--- src/design/bounded_deque_unit_defines.svh ---
// Assertion helpers for the deque unit. They sample on clk and stay quiet while rst_n is low.
`ifndef BOUNDED_DEQUE_UNIT_DEFINES_SVH
`define BOUNDED_DEQUE_UNIT_DEFINES_SVH

// Same-cycle implication.
`define BDQ_ASSERT_NOW(label, ante, cons, msg) \
    label: assert property (@(posedge clk) disable iff (!rst_n) (ante) |-> (cons)) \
        else $error(msg);

// Next-cycle implication.
`define BDQ_ASSERT_NEXT(label, ante, cons, msg) \
    label: assert property (@(posedge clk) disable iff (!rst_n) (ante) |=> (cons)) \
        else $error(msg);

`endif

--- src/design/bdq_pkg.sv ---
package bdq_pkg;

    localparam int WORD_W   = 32;
    localparam int OP_W     = 2;
    localparam int STATUS_W = 2;

    typedef enum logic [OP_W-1:0] {
        OP_PUSH_FRONT = 2'd0,
        OP_PUSH_BACK  = 2'd1,
        OP_POP_FRONT  = 2'd2,
        OP_POP_BACK   = 2'd3
    } op_t;

    typedef enum logic [STATUS_W-1:0] {
        STATUS_OK    = 2'd0,
        STATUS_EMPTY = 2'd1,
        STATUS_FULL  = 2'd2
    } status_t;

    typedef enum logic {
        ST_IDLE = 1'b0,
        ST_READ = 1'b1
    } state_t;

endpackage

--- src/design/bdq_channels.sv ---
interface bdq_req_if;
    logic                                valid;
    logic                                ready;
    logic [bdq_pkg::OP_W-1:0]            operation;
    logic signed [bdq_pkg::WORD_W-1:0]   push_value;

    modport source (output valid, output operation, output push_value, input ready);
    modport sink   (input valid, input operation, input push_value, output ready);
endinterface

interface bdq_rsp_if #(parameter int CNT_W = 5);
    logic                                valid;
    logic                                ready;
    logic signed [bdq_pkg::WORD_W-1:0]   popped_value;
    logic [bdq_pkg::STATUS_W-1:0]        status;
    logic [CNT_W-1:0]                    fill_count;

    modport source (output valid, output popped_value, output status, output fill_count,
                    input ready);
    modport sink   (input valid, input popped_value, input status, input fill_count,
                    output ready);
endinterface

--- src/design/bdq_ring_store.sv ---
module bdq_ring_store #(
    parameter int DEPTH = 16,
    parameter int WIDTH = 32
) (
    input  logic                     clk,
    input  logic                     wr_en,
    input  logic [$clog2(DEPTH)-1:0] wr_addr,
    input  logic [WIDTH-1:0]         wr_data,
    input  logic                     rd_en,
    input  logic [$clog2(DEPTH)-1:0] rd_addr,
    output logic [WIDTH-1:0]         rd_data
);

    logic [WIDTH-1:0] mem [DEPTH];

    always_ff @(posedge clk)
    begin
        if (wr_en)
        begin
            mem[wr_addr] <= wr_data;
        end
    end

    // Registered read port: data shows in the cycle after the address.
    always_ff @(posedge clk)
    begin
        if (rd_en)
        begin
            rd_data <= mem[rd_addr];
        end
    end

endmodule

--- src/design/bounded_deque_unit.sv ---
// Bounded double-ended queue of signed 32-bit words, DEPTH entries deep. Each request beat
// pushes at the front, pushes at the back, pops from the front or pops from the back, and
// yields exactly one response beat: the removed word (zero unless a pop succeeded), a status
// (ok, empty on pop, full on push) and the fill count after the request. Words live in a
// single-port-write, registered-read ring store addressed by a head index and the fill count,
// with slots wrapping modulo DEPTH (any DEPTH of 2 or more, not only powers of two). One request
// is in flight at a time. A push, or a pop that finds the deque empty, is answered from the
// idle state; a successful pop also passes the read state, since the word comes back from the
// store in the cycle after its address. A finished response sits in an output register, and
// the next request is taken in the same cycle that response is taken. No clearing pass follows
// reset: the store is only ever read at entries that hold a pushed word, so it starts at once.
`include "bounded_deque_unit_defines.svh"

module bounded_deque_unit #(
    parameter int DEPTH = 16
) (
    input  logic clk,
    input  logic rst_n,
    bdq_req_if.sink   req,
    bdq_rsp_if.source rsp
);

    localparam int IDX_W = $clog2(DEPTH);
    localparam int CNT_W = $clog2(DEPTH + 1);
    localparam int SUM_W = CNT_W + 1;

    // Ring state
    logic [IDX_W-1:0]               head_reg,  head_next;
    logic [CNT_W-1:0]               count_reg, count_next;
    bdq_pkg::state_t                state_reg, state_next;

    // Response register
    logic                           out_valid_reg,  out_valid_next;
    logic signed [bdq_pkg::WORD_W-1:0] popped_reg,  popped_next;
    bdq_pkg::status_t               status_reg,     status_next;
    logic [CNT_W-1:0]               fill_reg,       fill_next;

    // Store access
    logic                           wr_en;
    logic [IDX_W-1:0]               wr_addr;
    logic                           rd_en;
    logic [IDX_W-1:0]               rd_addr;
    logic [bdq_pkg::WORD_W-1:0]     rd_data;

    // Slot arithmetic
    logic [IDX_W-1:0]               head_dec;
    logic [IDX_W-1:0]               head_inc;
    logic [SUM_W-1:0]               back_sum;
    logic [SUM_W-1:0]               last_sum;
    logic [IDX_W-1:0]               back_slot;
    logic [IDX_W-1:0]               last_slot;
    logic                           is_full;
    logic                           is_empty;
    logic                           accept;

    bdq_ring_store #(
        .DEPTH (DEPTH),
        .WIDTH (bdq_pkg::WORD_W)
    ) u_store (
        .clk     (clk),
        .wr_en   (wr_en),
        .wr_addr (wr_addr),
        .wr_data (req.push_value),
        .rd_en   (rd_en),
        .rd_addr (rd_addr),
        .rd_data (rd_data)
    );

    // Take a new request only between items, and only when the response slot frees up.
    assign req.ready = (state_reg == bdq_pkg::ST_IDLE) && (!out_valid_reg || rsp.ready);
    assign accept    = req.valid && req.ready;

    assign is_full  = (count_reg == CNT_W'(DEPTH));
    assign is_empty = (count_reg == '0);

    // Wrap the head one step either way without a modulo.
    assign head_dec = (head_reg == '0) ? IDX_W'(DEPTH - 1) : head_reg - IDX_W'(1);
    assign head_inc = (head_reg == IDX_W'(DEPTH - 1)) ? '0 : head_reg + IDX_W'(1);

    // head + count stays below 2*DEPTH, so one compare and subtract wraps it.
    assign back_sum  = SUM_W'(head_reg) + SUM_W'(count_reg);
    assign last_sum  = back_sum - SUM_W'(1);
    assign back_slot = (back_sum >= SUM_W'(DEPTH)) ? IDX_W'(back_sum - SUM_W'(DEPTH))
                                                   : IDX_W'(back_sum);
    assign last_slot = (last_sum >= SUM_W'(DEPTH)) ? IDX_W'(last_sum - SUM_W'(DEPTH))
                                                   : IDX_W'(last_sum);

    always_comb
    begin
        state_next     = state_reg;
        head_next      = head_reg;
        count_next     = count_reg;
        out_valid_next = out_valid_reg && !rsp.ready;
        popped_next    = popped_reg;
        status_next    = status_reg;
        fill_next      = fill_reg;
        wr_en          = 1'b0;
        wr_addr        = back_slot;
        rd_en          = 1'b0;
        rd_addr        = head_reg;

        case (state_reg)
            bdq_pkg::ST_IDLE:
            begin
                if (accept)
                begin
                    status_next    = bdq_pkg::STATUS_OK;
                    popped_next    = '0;
                    out_valid_next = 1'b1;
                    case (bdq_pkg::op_t'(req.operation))
                        bdq_pkg::OP_PUSH_FRONT:
                        begin
                            if (is_full)
                            begin
                                status_next = bdq_pkg::STATUS_FULL;
                            end
                            else
                            begin
                                wr_en      = 1'b1;
                                wr_addr    = head_dec;
                                head_next  = head_dec;
                                count_next = count_reg + CNT_W'(1);
                            end
                        end
                        bdq_pkg::OP_PUSH_BACK:
                        begin
                            if (is_full)
                            begin
                                status_next = bdq_pkg::STATUS_FULL;
                            end
                            else
                            begin
                                wr_en      = 1'b1;
                                wr_addr    = back_slot;
                                count_next = count_reg + CNT_W'(1);
                            end
                        end
                        bdq_pkg::OP_POP_FRONT:
                        begin
                            if (is_empty)
                            begin
                                status_next = bdq_pkg::STATUS_EMPTY;
                            end
                            else
                            begin
                                // Launch the read; the word lands in the next cycle.
                                rd_en          = 1'b1;
                                rd_addr        = head_reg;
                                head_next      = head_inc;
                                count_next     = count_reg - CNT_W'(1);
                                out_valid_next = 1'b0;
                                state_next     = bdq_pkg::ST_READ;
                            end
                        end
                        bdq_pkg::OP_POP_BACK:
                        begin
                            if (is_empty)
                            begin
                                status_next = bdq_pkg::STATUS_EMPTY;
                            end
                            else
                            begin
                                rd_en          = 1'b1;
                                rd_addr        = last_slot;
                                count_next     = count_reg - CNT_W'(1);
                                out_valid_next = 1'b0;
                                state_next     = bdq_pkg::ST_READ;
                            end
                        end
                        default:
                        begin
                            status_next = bdq_pkg::STATUS_OK;
                        end
                    endcase
                    fill_next = count_next;
                end
            end
            bdq_pkg::ST_READ:
            begin
                // Capture the popped word and present the response beat.
                popped_next    = $signed(rd_data);
                out_valid_next = 1'b1;
                state_next     = bdq_pkg::ST_IDLE;
            end
            default:
            begin
                state_next = bdq_pkg::ST_IDLE;
            end
        endcase
    end

    always_ff @(posedge clk or negedge rst_n)
    begin
        if (!rst_n)
        begin
            state_reg     <= bdq_pkg::ST_IDLE;
            head_reg      <= '0;
            count_reg     <= '0;
            out_valid_reg <= 1'b0;
        end
        else
        begin
            state_reg     <= state_next;
            head_reg      <= head_next;
            count_reg     <= count_next;
            out_valid_reg <= out_valid_next;
        end
    end

    // Response payload: hold while the beat waits, no reset needed.
    always_ff @(posedge clk)
    begin
        popped_reg <= popped_next;
        status_reg <= status_next;
        fill_reg   <= fill_next;
    end

    assign rsp.valid        = out_valid_reg;
    assign rsp.popped_value = popped_reg;
    assign rsp.status       = status_reg;
    assign rsp.fill_count   = fill_reg;

    // The fill count never passes the capacity.
    `BDQ_ASSERT_NOW(a_count_bound, 1'b1, count_reg <= CNT_W'(DEPTH), "fill count above DEPTH")
    // A pending read always completes into a response in the next cycle.
    `BDQ_ASSERT_NEXT(a_read_done, state_reg == bdq_pkg::ST_READ, (state_reg == bdq_pkg::ST_IDLE) && out_valid_reg, "pop read did not complete")
    // No new request is taken while a pop waits on the store.
    `BDQ_ASSERT_NOW(a_no_take_in_read, state_reg == bdq_pkg::ST_READ, !req.ready, "request taken during store read")
    // Every accepted request leaves either a pending read or a response beat.
    `BDQ_ASSERT_NEXT(a_accept_answered, accept, out_valid_reg || (state_reg == bdq_pkg::ST_READ), "request left without a response")

endmodule
--- src/flat_wrapper.sv ---
// flat-port wrapper written by rule: the top's interface ports become plain ports
module bounded_deque_unit_flat 
#(
    parameter int DEPTH = 16
)
  (clk, rst_n, req_valid, req_operation, req_push_value, req_ready, rsp_valid, rsp_popped_value, rsp_status, rsp_fill_count, rsp_ready);
  bdq_req_if req_i ();
  bdq_rsp_if rsp_i ();
  input  logic clk;
  input  logic rst_n;
  input wire logic [$bits(req_i.valid)-1:0] req_valid;
  input wire logic [$bits(req_i.operation)-1:0] req_operation;
  input wire logic [$bits(req_i.push_value)-1:0] req_push_value;
  output wire logic [$bits(req_i.ready)-1:0] req_ready;
  output wire logic [$bits(rsp_i.valid)-1:0] rsp_valid;
  output wire logic [$bits(rsp_i.popped_value)-1:0] rsp_popped_value;
  output wire logic [$bits(rsp_i.status)-1:0] rsp_status;
  output wire logic [$bits(rsp_i.fill_count)-1:0] rsp_fill_count;
  input wire logic [$bits(rsp_i.ready)-1:0] rsp_ready;
  assign req_i.valid = req_valid;
  assign req_i.operation = req_operation;
  assign req_i.push_value = req_push_value;
  assign req_ready = req_i.ready;
  assign rsp_valid = rsp_i.valid;
  assign rsp_popped_value = rsp_i.popped_value;
  assign rsp_status = rsp_i.status;
  assign rsp_fill_count = rsp_i.fill_count;
  assign rsp_i.ready = rsp_ready;
  bounded_deque_unit #(.DEPTH(DEPTH)) u_core (.clk(clk), .rst_n(rst_n), .req(req_i), .rsp(rsp_i));
endmodule
--- config.mk ---
export PLATFORM = sky130hd
export DESIGN_NAME = bounded_deque_unit_flat
export DESIGN_NICKNAME = d
export VERILOG_FILES = /design/src/design/bdq_pkg.sv /design/src/design/bdq_channels.sv /design/src/design/bdq_ring_store.sv /design/src/design/bounded_deque_unit.sv /design/src/flat_wrapper.sv
export VERILOG_INCLUDE_DIRS = /design/src /design/src/design
export SDC_FILE = /design/constraint.sdc
export NUM_CORES = 1
export LEC_CHECK = 0
export CORE_AREA = 8 8 186 206
export DETAILED_ROUTE_END_ITERATION = 6
export DIE_AREA = 0 0 194 214
export DONT_BUFFER_PORTS = 1
export PLACE_DENSITY = 0.89
export SYNTH_ARGS = -nofsm -noshare
export SYNTH_HDL_FRONTEND = slang
export SYNTH_SLANG_ARGS = --single-unit
--- constraint.sdc ---
create_clock -name clk -period 6.73 [get_ports clk]
set_input_delay 1.346 -clock clk [delete_from_list [all_inputs] [get_ports clk]]
set_output_delay 1.346 -clock clk [all_outputs]
set_load 0.01 [all_outputs]
# Word-level counts from Yosys, hierarchy flattened
# Memories as Yosys holds them, arrays and structs flattened. A register that Yosys moved wholly into a read port is not among the register bits.
# Cells that the tools add are included.
totals:
  ff_bits: 50
  ram_bits: 512
  inputBits: 38
  output_inout_bits: 41
  elab_cells: 79
  memories: 1
classes:
  n_addsub: 8
  magnitude_cmp: 2
  n_eq_ne: 8
  muxes: 38
  bitwise: 1
  reduce_logical: 14
memory_table:
  columns: ["name", "words", "word_bits", "rd", "rd_ports_with_merged_regs", "write_ports", "line", "text"]
  rows:
  - ["u_core.u_store.mem", 16, 32, 1, 1, 1, "bdq_ring_store.sv:14", "logic [WIDTH-1:0] mem [DEPTH];"]
ops:
  columns: ["cell", "count"]
  rows:
  - ["$pmux 32 s2", 1]
  - ["$mux 4", 14]
  - ["$mux 32", 1]
  - ["$mux 1", 14]
  - ["$ge 6x5->1 const B", 2]
  - ["$sub 4x1->4 const B", 3]
  - ["$mux 5", 2]
  - ["$pmux 5 s2", 1]
  - ["$pmux 4 s2", 1]
  - ["$add 4x5->6", 1]
  - ["$sub 6x1->6 const B", 1]
  - ["$add 5x1->5 const B", 1]
  - ["$eq 5x5->1 const B", 1]
  - ["$logic_not 5->1", 1]
  - ["$reduce_and 5->1", 1]
  - ["$sub 5x1->5 const B", 1]
  - ["$add 4x1->4 const B", 1]
  - ["$eq 2x2->1 const B", 2]
  - ["$eq 4x4->1 const B", 1]
  - ["$logic_not 4->1", 1]
  - ["$ne 2x2->1 const B", 2]
  - ["$pmux 1 s2", 2]
  - ["$pmux 2 s2", 1]
  - ["$reduce_or 2->1", 2]
  - ["10 further kinds", 13]

# Depth between registers and ports, before layout
# Gate-level depths: netlist of run 1.
logic_depth:
  ltp_word: 8
  mapped_depth: 15

# Modules after synthesis
# Synthesis of run 1 repeated with hierarchy kept, for this count alone.
hier_totals:
  cells_unflattened: 1041
  hier_area_um2: 22680.5
modules_own_cells:
  columns: ["module", "instances", "cells_each", "area_each_um2", "seq_area_each_um2"]
  rows:
  - ["bdq_ring_store", 1, 838, 20155.6, 16335.7]
  - ["bounded_deque_unit", 1, 203, 2524.9, 1446.4]

# Worst setup path before layout of run 1
# OpenSTA, ideal clock, no wires.
synth_path:
  kind: "input-to-reg"
  start: "input port rsp_ready"
  end: "memory u_core.u_store.mem[8][0] (enable)"
  setup_time_ns: 0.421
  arrival_ns: 4.515
  slack_ns: 1.794
  stages: 7
  path_buffers: 0
  cell_sequence: "nor2b_1 -> nor2_1 -> nand2_1 -> nor2_1 -> mux2_2 -> or2_2 -> nor2_1"
synth_between:
  elab_chain_len: 7
  elab_cells_between_ends: 9
  classes_between: "6 x mux; 3 x reduce/logical"
synth_rtl:
  columns: ["element", "line", "text"]
  rows:
  - ["start: declaration", "flat_wrapper.sv:19", "input wire logic [$bits(rsp_i.ready)-1:0] rsp_ready;"]
  - ["$logic_or 1x1->1 (*)", "bounded_deque_unit.sv:70", "assign req.ready = (state_reg == bdq_pkg::ST_IDLE) && (!out_valid_reg || rsp.ready);"]
  - ["$logic_and 1x1->1 (*)", "bounded_deque_unit.sv:70", null]
  - ["$logic_and 1x1->1 (*)", "bounded_deque_unit.sv:71", "assign accept = req.valid && req.ready;"]
  - ["$mux 1", "bounded_deque_unit.sv:105", "if (accept)"]
  - ["$mux 1", "bounded_deque_unit.sv:102", "case (state_reg)"]
  - ["$mux 1", "bdq_ring_store.sv:18", "if (wr_en)"]
  - ["$mux 1 (not written as such)", "bdq_ring_store.sv:20", "mem[wr_addr] <= wr_data;"]
  - ["end: declaration", "bdq_ring_store.sv:14", null]
# Mark *: on every way between the ends. The rest lies on a longest branch, timed or not.

# Worst setup path in the final report of run 1
layout_path:
  start: "register u_core.count_reg[1]"
  end: "register u_core.u_store.rd_data[15] (read register of u_core.u_store.mem) (data pin)"
layout_between:
  elab_cells_between_ends: 14
  classes_between: "3 x add/sub; 1 x order compare; 9 x mux; 1 x reduce/logical"
layout_lines:
  columns: ["element", "line", "text"]
  rows:
  - ["start: declaration", "bounded_deque_unit.sv:29", "logic [CNT_W-1:0] count_reg, count_next;"]
  - ["start signal: assignment", "bounded_deque_unit.sv:205", "count_reg <= count_next;"]
  - ["$logic_not 5->1", "bounded_deque_unit.sv:74", "assign is_empty = (count_reg == '0);"]
  - ["$mux 1", "bounded_deque_unit.sv:140, bounded_deque_unit.sv:157", null]
  - ["$mux 1", null, null]
  - ["$mux 1", "bounded_deque_unit.sv:105", null]
  - ["$mux 1", "bounded_deque_unit.sv:102", null]
  - ["named net u_core.rd_en", "bounded_deque_unit.sv:41", "logic rd_en;"]
  - ["end: declaration", "bdq_ring_store.sv:11", "output logic [WIDTH-1:0] rd_data"]
# The timed path passes the listed nets, and every way through them passes these cells.
# A chain may end at the register's enable or synchronous reset.

==> results of run 1 <==
metal layers:
metal  track usage, %  up-vias
met1             33.4     6930
met4             14.1        0
met2             43.6     1224
met5                0        -
li1                 -     5875
met3             5.76      210
layout make-up:
type                            instances  area, sq um
Fill cell                            1802         9170
Timing Repair Buffer                   32          240
Clock buffer                           69         1450
Clock inverter                         28          290
Inverter                               14         55.1
Tap cell                              444          556
Sequential cell                       594        17800
Multi-Input combinational cell        820         5230
synthesized netlist by cell type (all sizes together) (9+ instances only):
| cell | instances | area share [%] |
|---|---|---|
| nor2 | 35 | 0.60 |
| a32oi | 32 | 1.2 |
| inv | 14 | 0.24 |
| a21oi | 135 | 2.9 |
| edfxtp | 583 | 75 |
| clkbuf | 30 | 0.48 |
| o21ai | 12 | 0.32 |
| a22o | 32 | 1.2 |
| a221oi | 65 | 2.4 |
| buf | 67 | 1.7 |
| a211oi | 32 | 1.2 |
| mux2i | 36 | 1.6 |
| and2 | 33 | 0.88 |
| nand2 | 271 | 4.4 |
| dfrtp | 11 | 1.2 |
| and3 | 34 | 0.91 |
| a31oi | 37 | 0.99 |
| ha | 9 | 0.48 |
worst reg2reg max path, cell delays in order, from the launching register on:
cell,delay (ns)
dfrtp_1,0.54
inv_1,0.17
ha_1,0.26
nor4b_2,0.18
or4_4,0.64
inv_4,0.52
nand3_2,0.75
nand2_4,0.26
buf_4,0.63
nand2_1,0.24
a221oi_1,0.49
a22o_1,0.19
where the power goes:
part           total (W)  internal, W  leakage [nW]  switching, W
combinational    0.00396      0.00126          2.18       0.00270
clock            0.00307      0.00175         0.852       0.00132
sequential       0.00480      0.00457          5.43      0.000228
path summary, 6_finish.rpt:
kind                       slack [ns]  cells past startpoint                           to                        from
max                              1.76                     11   u_core.u_store.rd_data[15]         u_core.count_reg[1]
min                              0.44                      0             u_core.state_reg                       rst_n
max reg2reg                      1.76                     11   u_core.u_store.rd_data[15]         u_core.count_reg[1]
min reg2reg                      0.53                      1  u_core.rsp.popped_value[10]  u_core.u_store.rd_data[10]
max in group asynchronous        6.21                      0          u_core.count_reg[1]                       rst_n
min in group clk                 0.53                      1  u_core.rsp.popped_value[10]  u_core.u_store.rd_data[10]
cell families after synthesis:
group,Yosys count,share of synthesized area [%]
flip-flops,594,76.2
AND/OR/NAND/NOR,394,7.40
AO/OA/AOI/OAI,360,10.9
buffers and inverters,111,2.47
multiplexers,43,1.94
XOR/XNOR,13,0.520
adder cells (fa/ha/maj),10,0.568
metrics by stage:
stage | power (W) | cells
after floorplan | 0.00748 | 1525
after global placement | 0.00847 | 1904
after detailed placement | 0.00865 | 1904
after CTS | 0.0117 | 2001
after global routing | 0.0122 | 2001
final | 0.0118 | 2001
==> impl_metrics.toml, run 1 <==
[timing]
whs_ns = 0.439
slew_headroom_pct = 17.9
setup_viol = 0
fin_tns_setup_ns = 0
fin_skew_ns = 0.0204
worst_pin_slew_ns = 1.23
fmax_mhz = 201
setup_slack_ns = 1.76
finalHoldViolCount = 0
rsz0062_at_grt = "no"
period_needed_ns = 4.97
final_max_slew_viol_count = 0
finalCritPeriodShare_pct = 73.9

[logic_synthesis]
synthCells = 1525
synth-edff-count = 583
synth.net_count = 1573
ys_types = 59
synth_seq_cells = 594
ys_async_sr_fraction_pct = 1.85
synthesis.area_sq_um = 23300
yosys_warnings = 0
yosysSeqAreaShare_pct = 76.2
syn_area_per_cell_sq_um = 15.3
synth_ff_type = "edfxtp_1"

[final_layout]
nets = 1565
fin_util_pct = 73.6
drive_gt1_share_pct = 10.2
mostFrequentLayoutCell = "edfxtp_1"
largest_register = "u_core.u_store.mem"
area_growth_pct = 9.68
final_area_sq_um = 25600
mostFrequentLayoutCells = "583 x edfxtp_1, 270 x nand2_1, 134 x a21oi_1, 65 x a221oi_1, 56 x clkbuf_16"
largest_register_ffs = 512
diodes = 0

[critical_path]
worstSetupEndpointType = "flip-flop"
critical_path_required_ns = 7.20
startpoint_type = "flip-flop"
slowest_stage = "nand3_2"
cp_cell_sequence = "inv_1 -> ha_1 -> nor4b_2 -> or4_4 -> inv_4 -> nand3_2 -> nand2_4 -> buf_4 -> nand2_1 -> a221oi_1 -> a22o_1"
cpPeakStageDelay_ns = 0.74
path_delay_family = "simple AND/OR/NAND/NOR gates"
cp_max_fo = 70
cp_data_arrival_time_ns = 5.44
path_class = "flip-flop to flip-flop"
cp_num_buf_inv = 3

[floorplan]
die_h_um = 214
start_util_pct = 67.1
dieArea_sq_um = 41500
ioPinCount = 79
rows = 72
core_area_sq_um = 34800
die_w_um = 194

[global_routing]
grt_overflow = 0
grt_pass1_wl_mm = 85.1
first_global_vias = 14100
grt_max_degree = 97
antenna_found_initial = 0
grt_usage_pct = 26.7

[cts]
cts.sinks = 594
cts-root-buf = "clkbuf_16"
cts_resized = 0
clock_latency_ns = 0.61
hold_buffers = 0
cts_setup_buffers = 0
h-tree-depth = 2
path_clk_slew_ns = 0.07
cts_buffer_depth = 3
cts_tree = "built"
cts_buffers = 55

[routing]
met2_wirelength_mm = 27.8
wl_met1_mm = 19.5
routedWlPerCell_um = 28.4
vias_per_cell = 7.12
ant_nets = 0
drc = 1
routed_wl_mm = 56.9
vias = 14200
top_layer = "met4"
first_pass_iters = 7
wl_met3_mm = 6.89
drt_iter0_drc = 2250

[placement]
post_dp_cell_area_sq_um = 23900
dp_hpwl_mm = 30.0
io_buffers = 0
gp_congestion = 0.806
pre_cts_ws_ns = 1.69

[worst_hold_path]
min_path_type = "input port to asynchronous set/reset pin"

[outcome]
outcome = "complete, but fails checks"
violations = "DRC"

[power_and_ir_drop]
p_per_area_nw_per_um2 = 462
ir_worst_vdd_v = 0.000332
p_leak_nw = 8.46

[flow_run]
max_cap_violations = 0
(Power assumes the default switching activity.)
==> inputs of run 2 (changes only) <==
CORE_AREA = 8 8 202 224   (was 8 8 186 206)
DIE_AREA = 0 0 210 232   (was 0 0 194 214)
PLACE_DENSITY = 0.81   (was 0.89)
clock period = 4.3 ns   (was 6.73 ns; I/O delays follow)
==> run 2 against run 1 <==
Against the previous run: the flow now finishes without violations; count of clock-buffer cells in the layout down 12; power rose by 59%; sequential power grew 56%; sequential share of layout area down 1.6 points; via count decreased by 2.5%; critical path type unchanged.
==> impl_metrics.toml, run 2 (same netlist as run 1, synthesis figures left out) <==
[cts]
clock_latency_ns = 0.60
cts.sinks = 594
path_clk_slew_ns = 0.07
cts_buffer_depth = 3
cts-root-buf = "clkbuf_16"
cts_resized = 0
h-tree-depth = 2
cts_tree = "built"
cts_buffers = 54

[placement]
io_buffers = 0
pre_cts_ws_ns = 0.383
dp_hpwl_mm = 31.0
place_inst = 2043
gp_congestion = 0.828

[power_and_ir_drop]
ir_worst_vdd_v = 0.000610
p_leak_nw = 8.64
power_w = 0.0188
p_per_area_nw_per_um2 = 717

[timing]
rsz0062_at_grt = "no"
fin_skew_ns = 0.0238
final_max_slew_viol_count = 0
whs_ns = 0.344
period_needed_ns = 3.99
finalCritPeriodShare_pct = 92.8
setup_viol = 0
worst_pin_slew_ns = 1.40
slew_headroom_pct = 6.27
setup_slack_ns = 0.310
fmax_mhz = 251
finalHoldViolCount = 0
fin_tns_setup_ns = 0

[floorplan]
die_h_um = 232
start_util_pct = 56.1
dieArea_sq_um = 48700
ioPinCount = 79
core_area_sq_um = 41600
rows = 79
die_w_um = 210

[final_layout]
nets = 1581
largest_register = "u_core.u_store.mem"
fill_cells = 2733
mostFrequentLayoutCells = "583 x edfxtp_1, 270 x nand2_1, 134 x a21oi_1, 65 x a221oi_1, 54 x clkbuf_16"
stdcell_count = 2146
largest_register_ffs = 512
area_growth_pct = 12.2
drive_gt1_share_pct = 11.9
diodes = 0
mostFrequentLayoutCell = "edfxtp_1"

[critical_path]
path_class = "flip-flop to flip-flop"
path_delay_family = "simple AND/OR/NAND/NOR gates"
startpoint_type = "flip-flop"
cp_cell_sequence = "inv_1 -> ha_1 -> nor4b_2 -> or4_4 -> inv_4 -> buf_4 -> nand3_2 -> nand2_4 -> buf_4 -> nand2_1 -> a221oi_1 -> a22o_1"
cpMostUsedCell = "buf_4"
worstSetupEndpointType = "flip-flop"
cpPeakStageDelay_ns = 0.64
critical_path_required_ns = 4.76
slowest_stage = "or4_4"
cp_data_arrival_time_ns = 4.45
cp_max_fo = 33
cp_num_buf_inv = 4

[worst_hold_path]
min_path_type = "input port to flip-flop"

[routing]
first_pass_iters = 6
routedWlPerCell_um = 26.3
wl_met3_mm = 5.56
drt_iter0_drc = 1571
ant_nets = 0
routed_wl_mm = 56.4
wl_met1_mm = 19.9
vias_per_cell = 6.47
top_layer = "met4"
vias = 13900
met2_wirelength_mm = 28.3
drc = 0

[global_routing]
antenna_found_initial = 0
grt_pass1_wl_mm = 84.3
first_global_vias = 14200
grt_usage_pct = 22.8
grt_overflow = 0
grt_max_degree = 96

[flow_run]
max_cap_violations = 0

[outcome]
outcome = "finished clean"
run 2: cell types whose count changed in the layout (fill, tap and decap cells not counted), sizes merged:
cell / before / now
clkbuf: 69 / 57
clkinvlp: 0 / 5
buf: 32 / 48
dlygate4sd3: 0 / 1
clkinv: 21 / 28
bufinv: 6 / 8
inv: 15 / 18
run 2: worst paths after layout:
kind                                            from                         end  slack [ns]  depth (start not counted)
setup / recovery                 u_core.count_reg[1]  u_core.u_store.rd_data[21]        0.31                         12
hold / removal                    req_push_value[26]   u_core.u_store.mem[1][26]        0.34                          0
setup reg to reg                 u_core.count_reg[1]  u_core.u_store.rd_data[21]        0.31                         12
hold reg to reg            u_core.u_store.rd_data[6]  u_core.rsp.popped_value[6]        0.53                          1
max in group asynchronous                      rst_n         u_core.count_reg[4]        3.26                          1
min in group asynchronous                      rst_n          u_core.head_reg[1]        0.68                          1
run 2: routing by layer:
layer  global-route usage [%]  up-vias
li1                         -     5921
met1                     27.4     6875
met2                     39.3      889
met3                     4.32      202
met4                     11.2        0
met5                        0        -
run 2: what timing repair did:
action                                 in CTS  in global routing
hold buffers                                1                  0
buffers inserted                            0                  0
endpoints found under the hold margin      11                  0
run 2: report_power, final:
group	switching [W]	internal (W)	leakage (nW)	total [W]
Clock	0.00212	0.00280	0.891	0.00492
Combinational	0.00420	0.00218	2.32	0.00638
Sequential	0.000320	0.00715	5.43	0.00747
Total	0.00664	0.0121	8.64	0.0188
run 2: stage by stage:
step	utilization, %	instance area, sq um
final	62.9	26200
after global routing	62.9	26200
after CTS	62.9	26200
after detailed placement	58.5	24300
after global placement	58.5	24300
after floorplan	-	23300
run 2: final cells by class:
class                      instances  area [sq um]  share of cell area [%]
sequential                       594         17800                    67.9
multi-input combinational        820          5210                    19.9
clock buffer                      57          1360                    5.20
tap                              567           709                    2.71
timing repair buffer              49           596                    2.27
clock inverter                    45           469                    1.79
inverter                          14          55.1                   0.210
